[src/slrg_pkg.sv]
// slrg_pkg: shared widths, parameter defaults, reset values, register indexes
// and operation codes of the linear ramp step generator. No dependencies.
package slrg_pkg;

	localparam int unsigned IVL_W      = 24;
	localparam int unsigned ACC_W      = 16;
	localparam int unsigned CNT_W      = 16;
	localparam int unsigned STEPS_W    = 32;
	localparam int unsigned TGT_W      = 32;
	localparam int unsigned CFG_IDX_W  = 2;
	localparam int unsigned CFG_DATA_W = 24;

	localparam int unsigned DEF_FRAC_BITS     = 8;
	localparam int unsigned DEF_POSITION_BITS = 32;

	localparam logic [IVL_W-1:0] RST_START_IVL = 24'd256000;
	localparam logic [IVL_W-1:0] RST_MIN_IVL   = 24'd12800;
	localparam logic [IVL_W-1:0] RST_IVL_STEP  = 24'd12160;
	localparam logic [ACC_W-1:0] RST_ACCEL     = 16'd20;

	typedef enum logic [CFG_IDX_W-1:0] {
		REG_START_INTERVAL = 2'd0,
		REG_MIN_INTERVAL   = 2'd1,
		REG_INTERVAL_STEP  = 2'd2,
		REG_ACCEL_STEPS    = 2'd3
	} cfg_reg_t;

	typedef enum logic {
		OP_TICK = 1'b0,
		OP_MOVE = 1'b1
	} op_t;

endpackage

[src/slrg_if.sv]
// slrg channel interfaces: command, result and register write channels.
// Depends on slrg_pkg.
interface slrg_cmd_if;
	logic                             valid;
	logic                             ready;
	logic                             operation;
	logic signed [slrg_pkg::TGT_W-1:0] target_position;
	modport source (output valid, operation, target_position, input ready);
	modport sink (input valid, operation, target_position, output ready);
endinterface

interface slrg_res_if;
	logic                               valid;
	logic                               ready;
	logic                               step_pulse;
	logic                               forward;
	logic signed [slrg_pkg::TGT_W-1:0]  position;
	logic        [slrg_pkg::IVL_W-1:0]  interval_now;
	logic                               busy_res;
	modport source (output valid, step_pulse, forward, position, interval_now, busy_res,
		input ready);
	modport sink (input valid, step_pulse, forward, position, interval_now, busy_res,
		output ready);
endinterface

interface slrg_cfg_if;
	logic                                valid;
	logic                                ready;
	logic [slrg_pkg::CFG_IDX_W-1:0]      index;
	logic [slrg_pkg::CFG_DATA_W-1:0]     data;
	modport source (output valid, index, data, input ready);
	modport sink (input valid, index, data, output ready);
endinterface

[src/stepper_linear_ramp_generator_unit.sv]
// Trapezoidal stepper ramp generator, top level.
// Depends on slrg_pkg and the channel interfaces in slrg_if.sv.
//
// Usage:
//   cmd carries one item per beat: a tick (operation 0) or a move start
//   (operation 1, with target_position). Every command beat yields exactly one
//   res beat: step flag, direction, position, current interval, busy flag.
//   cfg writes the four ramp registers (start interval, minimum interval,
//   interval step, ramp steps); it is always ready and is meant to be used
//   while no command is in flight.
// Path: a cmd beat passes the input register, then the result register,
//   which is loaded together with the motion state.
// Throughput: one item per cycle while res is not held, set by the update
//   of the position, step count and interval registers.
// Reset: motion state clears to idle at position zero, registers take their
//   defaults, both pipeline registers empty.
// Stall: while res is held, the result register keeps its beat and the input
//   register can still take one more command; cmd ready then drops until the
//   result is taken.
module stepper_linear_ramp_generator_unit #(
	parameter int unsigned INTERVAL_FRAC_BITS = slrg_pkg::DEF_FRAC_BITS,
	parameter int unsigned POSITION_BITS      = slrg_pkg::DEF_POSITION_BITS
) (
	input  logic         clk,
	input  logic         arst_n,
	slrg_cfg_if.sink     cfg,
	slrg_cmd_if.sink     cmd,
	slrg_res_if.source   res
);
	import slrg_pkg::*;

	localparam int unsigned DW = POSITION_BITS + 1;
	localparam int unsigned MW = (DW > STEPS_W + 1) ? DW : STEPS_W + 1;
	localparam int unsigned XW = (POSITION_BITS > TGT_W) ? POSITION_BITS : TGT_W;
	localparam int unsigned CW = (CNT_W + INTERVAL_FRAC_BITS > IVL_W) ?
		CNT_W + INTERVAL_FRAC_BITS : IVL_W;

	// configuration
	logic [IVL_W-1:0] start_ivl_q, min_ivl_q, ivl_step_q;
	logic [ACC_W-1:0] accel_q;

	// input stage
	logic                    vld_s1;
	logic                    op_s1;
	logic signed [TGT_W-1:0] tgt_s1;

	// motion state
	logic signed [POSITION_BITS-1:0] pos_q;
	logic [STEPS_W-1:0]              steps_q;
	logic                            fwd_q;
	logic [IVL_W-1:0]                ivl_q;
	logic [ACC_W-1:0]                ramp_q;
	logic [CNT_W-1:0]                cnt_q;

	// result register
	logic                    out_vld_q;
	logic                    pulse_q;
	logic                    fwd_out_q;
	logic signed [TGT_W-1:0] pos_out_q;
	logic [IVL_W-1:0]        ivl_out_q;
	logic                    busy_q;

	logic advance;

	// next-state values
	logic signed [POSITION_BITS-1:0] pos_d;
	logic [STEPS_W-1:0]              steps_d;
	logic                            fwd_d;
	logic [IVL_W-1:0]                ivl_d;
	logic [ACC_W-1:0]                ramp_d;
	logic [CNT_W-1:0]                cnt_d;
	logic                            pulse_d;

	// move decode
	logic signed [XW-1:0]            tgt_x;
	logic signed [POSITION_BITS-1:0] tgt_p;
	logic signed [DW-1:0]            diff;
	logic [DW-1:0]                   mag;
	logic [MW-1:0]                   mag_x;
	logic [STEPS_W-1:0]              dist_sat;
	logic [STEPS_W-1:0]              half;

	// tick decode
	logic [CNT_W-1:0]     cnt_inc;
	logic [CW-1:0]        cnt_fx;
	logic [CW-1:0]        ivl_fx;
	logic [STEPS_W-1:0]   steps_dec;
	logic [IVL_W:0]       ivl_sum;
	logic signed [XW-1:0] pos_x;

	assign advance   = vld_s1 && (!out_vld_q || res.ready);
	assign cmd.ready = !vld_s1 || advance;
	assign cfg.ready = 1'b1;

	always_ff @(posedge clk or negedge arst_n) begin
		if (!arst_n) begin
			start_ivl_q <= RST_START_IVL;
			min_ivl_q   <= RST_MIN_IVL;
			ivl_step_q  <= RST_IVL_STEP;
			accel_q     <= RST_ACCEL;
		end else if (cfg.valid) begin
			unique case (cfg_reg_t'(cfg.index))
				REG_START_INTERVAL: start_ivl_q <= cfg.data[IVL_W-1:0];
				REG_MIN_INTERVAL:   min_ivl_q   <= cfg.data[IVL_W-1:0];
				REG_INTERVAL_STEP:  ivl_step_q  <= cfg.data[IVL_W-1:0];
				REG_ACCEL_STEPS:    accel_q     <= cfg.data[ACC_W-1:0];
				default: ;
			endcase
		end
	end

	always_ff @(posedge clk or negedge arst_n) begin
		if (!arst_n) begin
			vld_s1 <= 1'b0;
		end else if (cmd.ready) begin
			vld_s1 <= cmd.valid;
		end
	end

	always_ff @(posedge clk) begin
		if (cmd.ready && cmd.valid) begin
			op_s1  <= cmd.operation;
			tgt_s1 <= cmd.target_position;
		end
	end

	always_comb begin
		tgt_x    = XW'(tgt_s1);
		tgt_p    = tgt_x[POSITION_BITS-1:0];
		diff     = DW'(tgt_p) - DW'(pos_q);
		mag      = diff[DW-1] ? DW'(-diff) : DW'(diff);
		mag_x    = MW'(mag);
		dist_sat = (|mag_x[MW-1:STEPS_W]) ? {STEPS_W{1'b1}} : mag_x[STEPS_W-1:0];
		half     = dist_sat >> 1;

		cnt_inc   = (cnt_q == {CNT_W{1'b1}}) ? cnt_q : cnt_q + 1'b1;
		cnt_fx    = CW'({cnt_inc, {INTERVAL_FRAC_BITS{1'b0}}});
		ivl_fx    = CW'(ivl_q);
		steps_dec = steps_q - 1'b1;
		ivl_sum   = {1'b0, ivl_q} + {1'b0, ivl_step_q};

		pos_d   = pos_q;
		steps_d = steps_q;
		fwd_d   = fwd_q;
		ivl_d   = ivl_q;
		ramp_d  = ramp_q;
		cnt_d   = cnt_q;
		pulse_d = 1'b0;

		if (op_t'(op_s1) == OP_MOVE) begin
			fwd_d   = (diff > 0);
			steps_d = dist_sat;
			ramp_d  = (STEPS_W'(accel_q) < half) ? accel_q : half[ACC_W-1:0];
			ivl_d   = (dist_sat != '0) ? start_ivl_q : '0;
			cnt_d   = '0;
		end else if (steps_q != '0) begin
			cnt_d = cnt_inc;
			if (cnt_fx >= ivl_fx) begin
				pulse_d = 1'b1;
				pos_d   = fwd_q ? pos_q + 1'b1 : pos_q - 1'b1;
				cnt_d   = '0;
				steps_d = steps_dec;
				priority if (steps_dec == '0) begin
					ivl_d = '0;
				end else if (steps_dec >= STEPS_W'(ramp_q) &&
						ivl_q[IVL_W-1:INTERVAL_FRAC_BITS] > min_ivl_q[IVL_W-1:INTERVAL_FRAC_BITS]) begin
					ivl_d = (ivl_q > ivl_step_q) ? ivl_q - ivl_step_q : '0;
				end else if (steps_dec <= STEPS_W'(ramp_q)) begin
					ivl_d = ivl_sum[IVL_W] ? {IVL_W{1'b1}} : ivl_sum[IVL_W-1:0];
				end else begin
					ivl_d = ivl_q;
				end
			end
		end

		pos_x = XW'(pos_d);
	end

	always_ff @(posedge clk or negedge arst_n) begin
		if (!arst_n) begin
			pos_q     <= '0;
			steps_q   <= '0;
			fwd_q     <= 1'b0;
			ivl_q     <= '0;
			ramp_q    <= '0;
			cnt_q     <= '0;
			out_vld_q <= 1'b0;
		end else begin
			if (advance) begin
				pos_q   <= pos_d;
				steps_q <= steps_d;
				fwd_q   <= fwd_d;
				ivl_q   <= ivl_d;
				ramp_q  <= ramp_d;
				cnt_q   <= cnt_d;
			end
			if (advance) begin
				out_vld_q <= 1'b1;
			end else if (res.ready) begin
				out_vld_q <= 1'b0;
			end
		end
	end

	always_ff @(posedge clk) begin
		if (advance) begin
			pulse_q   <= pulse_d;
			fwd_out_q <= fwd_d;
			pos_out_q <= pos_x[TGT_W-1:0];
			ivl_out_q <= ivl_d;
			busy_q    <= (steps_d != '0);
		end
	end

	assign res.valid        = out_vld_q;
	assign res.step_pulse   = pulse_q;
	assign res.forward      = fwd_out_q;
	assign res.position     = pos_out_q;
	assign res.interval_now = ivl_out_q;
	assign res.busy_res     = busy_q;

endmodule
[src/flat_wrapper.sv]
// flat-port wrapper written by rule: the top's interface ports become plain ports
module stepper_linear_ramp_generator_unit_flat import slrg_pkg::*;
#(
	parameter int unsigned INTERVAL_FRAC_BITS = slrg_pkg::DEF_FRAC_BITS,
	parameter int unsigned POSITION_BITS      = slrg_pkg::DEF_POSITION_BITS
)
  (clk, arst_n, cfg_valid, cfg_index, cfg_data, cfg_ready, cmd_valid, cmd_operation, cmd_target_position, cmd_ready, res_valid, res_step_pulse, res_forward, res_position, res_interval_now, res_busy_res, res_ready);
  slrg_cfg_if cfg_i ();
  slrg_cmd_if cmd_i ();
  slrg_res_if res_i ();
  input  logic clk;
  input  logic arst_n;
  input wire logic [$bits(cfg_i.valid)-1:0] cfg_valid;
  input wire logic [$bits(cfg_i.index)-1:0] cfg_index;
  input wire logic [$bits(cfg_i.data)-1:0] cfg_data;
  output wire logic [$bits(cfg_i.ready)-1:0] cfg_ready;
  input wire logic [$bits(cmd_i.valid)-1:0] cmd_valid;
  input wire logic [$bits(cmd_i.operation)-1:0] cmd_operation;
  input wire logic [$bits(cmd_i.target_position)-1:0] cmd_target_position;
  output wire logic [$bits(cmd_i.ready)-1:0] cmd_ready;
  output wire logic [$bits(res_i.valid)-1:0] res_valid;
  output wire logic [$bits(res_i.step_pulse)-1:0] res_step_pulse;
  output wire logic [$bits(res_i.forward)-1:0] res_forward;
  output wire logic [$bits(res_i.position)-1:0] res_position;
  output wire logic [$bits(res_i.interval_now)-1:0] res_interval_now;
  output wire logic [$bits(res_i.busy_res)-1:0] res_busy_res;
  input wire logic [$bits(res_i.ready)-1:0] res_ready;
  assign cfg_i.valid = cfg_valid;
  assign cfg_i.index = cfg_index;
  assign cfg_i.data = cfg_data;
  assign cfg_ready = cfg_i.ready;
  assign cmd_i.valid = cmd_valid;
  assign cmd_i.operation = cmd_operation;
  assign cmd_i.target_position = cmd_target_position;
  assign cmd_ready = cmd_i.ready;
  assign res_valid = res_i.valid;
  assign res_step_pulse = res_i.step_pulse;
  assign res_forward = res_i.forward;
  assign res_position = res_i.position;
  assign res_interval_now = res_i.interval_now;
  assign res_busy_res = res_i.busy_res;
  assign res_i.ready = res_ready;
  stepper_linear_ramp_generator_unit #(.INTERVAL_FRAC_BITS(INTERVAL_FRAC_BITS), .POSITION_BITS(POSITION_BITS)) u_core (.clk(clk), .arst_n(arst_n), .cfg(cfg_i), .cmd(cmd_i), .res(res_i));
endmodule
[config.mk]
export PLATFORM = sky130hd
export DESIGN_NAME = stepper_linear_ramp_generator_unit_flat
export DESIGN_NICKNAME = d
export VERILOG_FILES = /design/src/slrg_pkg.sv /design/src/slrg_if.sv /design/src/stepper_linear_ramp_generator_unit.sv /design/src/flat_wrapper.sv
export SDC_FILE = /design/constraint.sdc
export NUM_CORES = 1
export LEC_CHECK = 0
export ABC_AREA = 1
export BUFFER_PORTS_ARGS = -buffer_cell sky130_fd_sc_hd__buf_2
export CORE_AREA = 2 2 193 290
export DETAILED_ROUTE_END_ITERATION = 8
export DIE_AREA = 0 0 195 292
export GPL_TIMING_DRIVEN = 0
export SLEW_MARGIN = 15
export SYNTH_ARGS = -nofsm -noshare
export SYNTH_HDL_FRONTEND = slang
export SYNTH_SLANG_ARGS = --single-unit
[constraint.sdc]
create_clock -name clk -period 7.9 [get_ports clk]
set_input_delay 0.395 -clock clk [delete_from_list [all_inputs] [get_ports clk]]
set_output_delay 0.395 -clock clk [all_outputs]
set_load 0.1 [all_outputs]
==> reports/results.md <==
Routing
- DR vias: 23470
- DRC marker count from the first detailed-route iteration: 1379
- DR WL/cell: 19.60 um
- remaining antenna violation count: 0
- post-route DRC violation count: 0
- first-pass detailed-route iteration total: 6
- via-per-instance ratio: 5.273
- Post-Route WL: 87250 um

Floorplanning
- width of the die: 195 um
- initial core utilization: 44.51%
- die outline height: 292 um
- total core area: 54390 um2
- Cell Rows: 105
- Boundary Pins: 126
- die area: 56940 um2

Run status
- status: finished, final reports clean

Cells and area
- top library cells by usage in the layout, fill and taps aside: nand2_1 (1065), inv_1 (518), o21ai_0 (306)
- final net count: 3976
- number of antenna cells inserted: 0
- most common cell after layout, fill and taps aside: nand2_1
- fraction of layout cells with a size suffix above 1: 10.01%
- cell area after layout: 27270 um2
- filler cell count: 5664
- Area Overhead vs Synth: 12.65%
- Finished Layout Cells: 4451

Clock network
- clock sink total: 295
- Skew-Pair Late Insertion Delay: 560 ps
- number of buffers inserted during clock tree synthesis: 35
- clk root buf: clkbuf_16
- count of instances resized after the clock tree is built: 0
- CTS tree: done
- number of H-tree branching levels: 2
- clock slew at reported path FFs: 60 ps
- number of buffers between clock root and the deepest sink: 3

Timing
- min cycle time layout: 6902 ps
- Worst Skew: 22.07 ps
- final count of negative-setup-slack endpoints: 0
- Setup WS post-layout: 998.0 ps
- Max transition margin: 15.51%
- Hold Violations, Final: 0
- highest clock rate: 144.9 MHz
- final total negative setup slack: 0 ps
- fin. max-slew vios: 0
- unrepaired setup endpoints after global routing: false
- Worst Tran Pin Value: 1256 ps
- share of the clock period used by the worst path: 87.37%

Synth
- number of distinct library cells after synthesis: 65
- number of standard cells after synthesis: 3538
- sequential-to-total area share from yosys stat: 32.49%
- netlist area before placement: 24210 um2
- predominant post-synthesis flop cell: dfrtp_1
- number of register bits inferred by synthesis: 295
- async set-reset flop share out of synthesis: 68.81%
- Net Count, Synth: 3785
- Post-synth EDFFs: 92
- Ys Warns: 0
- largest area contributor in the synthesized netlist: dfrtp_1
- top-area cell type share of the netlist area: 19.23%
- mean instance size in the synthesized netlist: 6.842 um2
- dominant cells by area after synthesis: dfrtp_1 (19%), nand2_1 (17%), edfxtp_1 (11%)

Setup path
- CP required: 8130 ps
- FF-to-FF End: u_core.res.busy_res
- largest fanout on the critical path: 10
- Crit Reg-Reg Startpoint: u_core.cnt_q[1]
- Worst setup SP type: flop
- arrival time of data at the critical path endpoint: 7130 ps
- kind of capture point of the worst setup path: flop
- Critical Setup Path Class: reg -> reg
- worst-case register-to-register setup slack: 1000 ps
- Reg2Reg Depth: 24

GRT
- largest net degree at the start of global routing: 77
- number of global-route vias before repair: 23310
- first-pass GRT wire length: 132500 um
- number of antenna violations at the first check in global routing: 0
- global-route total usage across every layer: 30.52%
- GRT overflow: 0

Run
- number of max-cap violations: 0

Placement
- half-perimeter wire length after detailed placement: 70610 um
- quantity of I/O buffers inserted on ports: 124
- Placed Instances: 4360
- Placement Setup Slack: 1163 ps
- placed cell areas: 25790 um2
- gpl congestion: 0.9709

Pwr
- total power divided by cell area: 437.6 nW/um2
- largest voltage drop on the vdd net: 0.2513 mV
- static power due to leakage: 14.10 nW

Hold path
- launch point of the worst hold path: cmd_target_position[7]
- Hold Crit Class: in -> reg
- depth of the worst hold-timing path: 1
- Endpoint, Worst Hold: u_core.tgt_p[7]

## flip-flops by register name, indices dropped and copies added, names as in the netlist
register,cells
u_core.ivl_step_q,24
u_core.op_s1,1
u_core.steps_q,32
u_core.start_ivl_q,24
u_core.ivl_fx,24
u_core.accel_q,16
u_core.res.forward,1
u_core.pos_q,32
u_core.res.position,32
u_core.fwd_q,1
u_core.res.interval_now,24
u_core.ramp_q,16
u_core.min_ivl_q,16
u_core.res.step_pulse,1
u_core.res.busy_res,1
u_core.tgt_p,32
u_core.res.valid,1
u_core.cnt_q,16
u_core.vld_s1,1
## metal layers
metal | routed length [um] | GRT usage (%)
met2 | 45890 | 58.32
met1 | 31100 | 30.02
met5 | 0 | 0
met3 | 2745 | 3.257
met4 | 7517 | 22.88
## worst max-delay path: stages, from the launching register on
cell,delay (ps)
dfrtp_1,390
ha_1,180
nand2_1,70
nor2_1,260
nand3_1,150
nor2_1,150
inv_1,100
nor2_1,350
inv_1,180
nand2_1,110
xor2_1,220
inv_1,70
ha_1,290
nand2_1,70
nor3_1,430
nand4_1,150
nand3_1,630
nand2_1,410
clkinv_1,360
clkbuf_1,580
nor2_1,100
o21ai_0,270
nand4_1,130
nor3b_1,560
nand3_1,350
## Yosys cell counts (5+ instances only)
master	number
nand2_1	1065
inv_1	520
o21ai_0	306
nor2_1	271
dfrtp_1	186
ha_1	179
nand3_1	167
a21oi_1	148
edfxtp_1	92
xor2_1	82
clkbuf_1	70
nand2_2	61
nand4_1	48
nor3_1	47
nor2_2	22
o211ai_1	20
xnor2_1	20
buf_2	18
dfstp_2	17
a211oi_1	15
inv_2	13
nor4_1	13
nand3_2	12
clkinv_1	11
o21bai_1	11
o21a_1	9
a21boi_0	8
buf_1	7
nor3_2	6
o22ai_1	6
buf_4	5
buf_6	5
nand2_4	5
o21ai_1	5
## power breakdown
group          leakage [nW]  internal (W)  switching [W]
logic                  10.0       0.00231        0.00546
registers              3.47       0.00202       0.000411
clock network         0.597       0.00102       0.000716
## area by class of cell
type                    count  area, um2  share of cell area [%]
clock buffers              42      933.4                   3.423
repair buffers            154      983.4                   3.606
plain buffers             107      500.5                   1.835
well taps                 695      869.6                   3.189
clock inverters            22      274.0                   1.005
multi-input cells        2591      13800                   50.59
flip-flops and latches    295       7864                   28.84
inverters                 545       2048                   7.511
## worst max path at each step
| stage | slack (ps) | to | start |
|---|---|---|---|
| 3_5_place_dp | 1160 | u_core.res.busy_res | u_core.cnt_q[1] |
| 4_1_cts | 1140 | u_core.res.busy_res | u_core.cnt_q[1] |
| 6_report | 1000 | u_core.res.busy_res | u_core.cnt_q[1] |
| 3_3_place_gp | 1140 | u_core.res.busy_res | u_core.cnt_q[1] |
| 5_1_grt | 760 | u_core.res.busy_res | u_core.cnt_q[1] |
| 2_1_floorplan | 3630 | u_core.ramp_q[6] | u_core.pos_q[0] |
## logic make-up (layout without fill, tap and decap cells)
logic type                 Yosys count  count (layout)  share of synthesized area [%]
xor gates and xnor gates           104             104                          3.825
AOI/OAI and AO/OA                  557             557                          12.62
DFF                                295             295                          32.49
adders and majority gates          183             183                          9.583
and+or+nand+nor                   1746            1746                          30.95
other                                1               1                        0.01549
buffers and inverters              652             870                          10.52
## timing repair
action,4_1_cts,5_1_grt
endpoints found under the hold margin,99,0
hold buffers,27,0
setup buffers,0,0
## stage by stage
step	total power, W	hold slack, ps	util (%)
CTS	0.01191	0.1121	50.14
global route	0.01294	9.334	50.14
detailed placement	0.01010	434.8	47.42
floorplan	0.007979	99.41	-
finish	0.01193	25.12	50.14
global placement	0.01008	466.9	47.25
(Power assumes the default switching activity.)
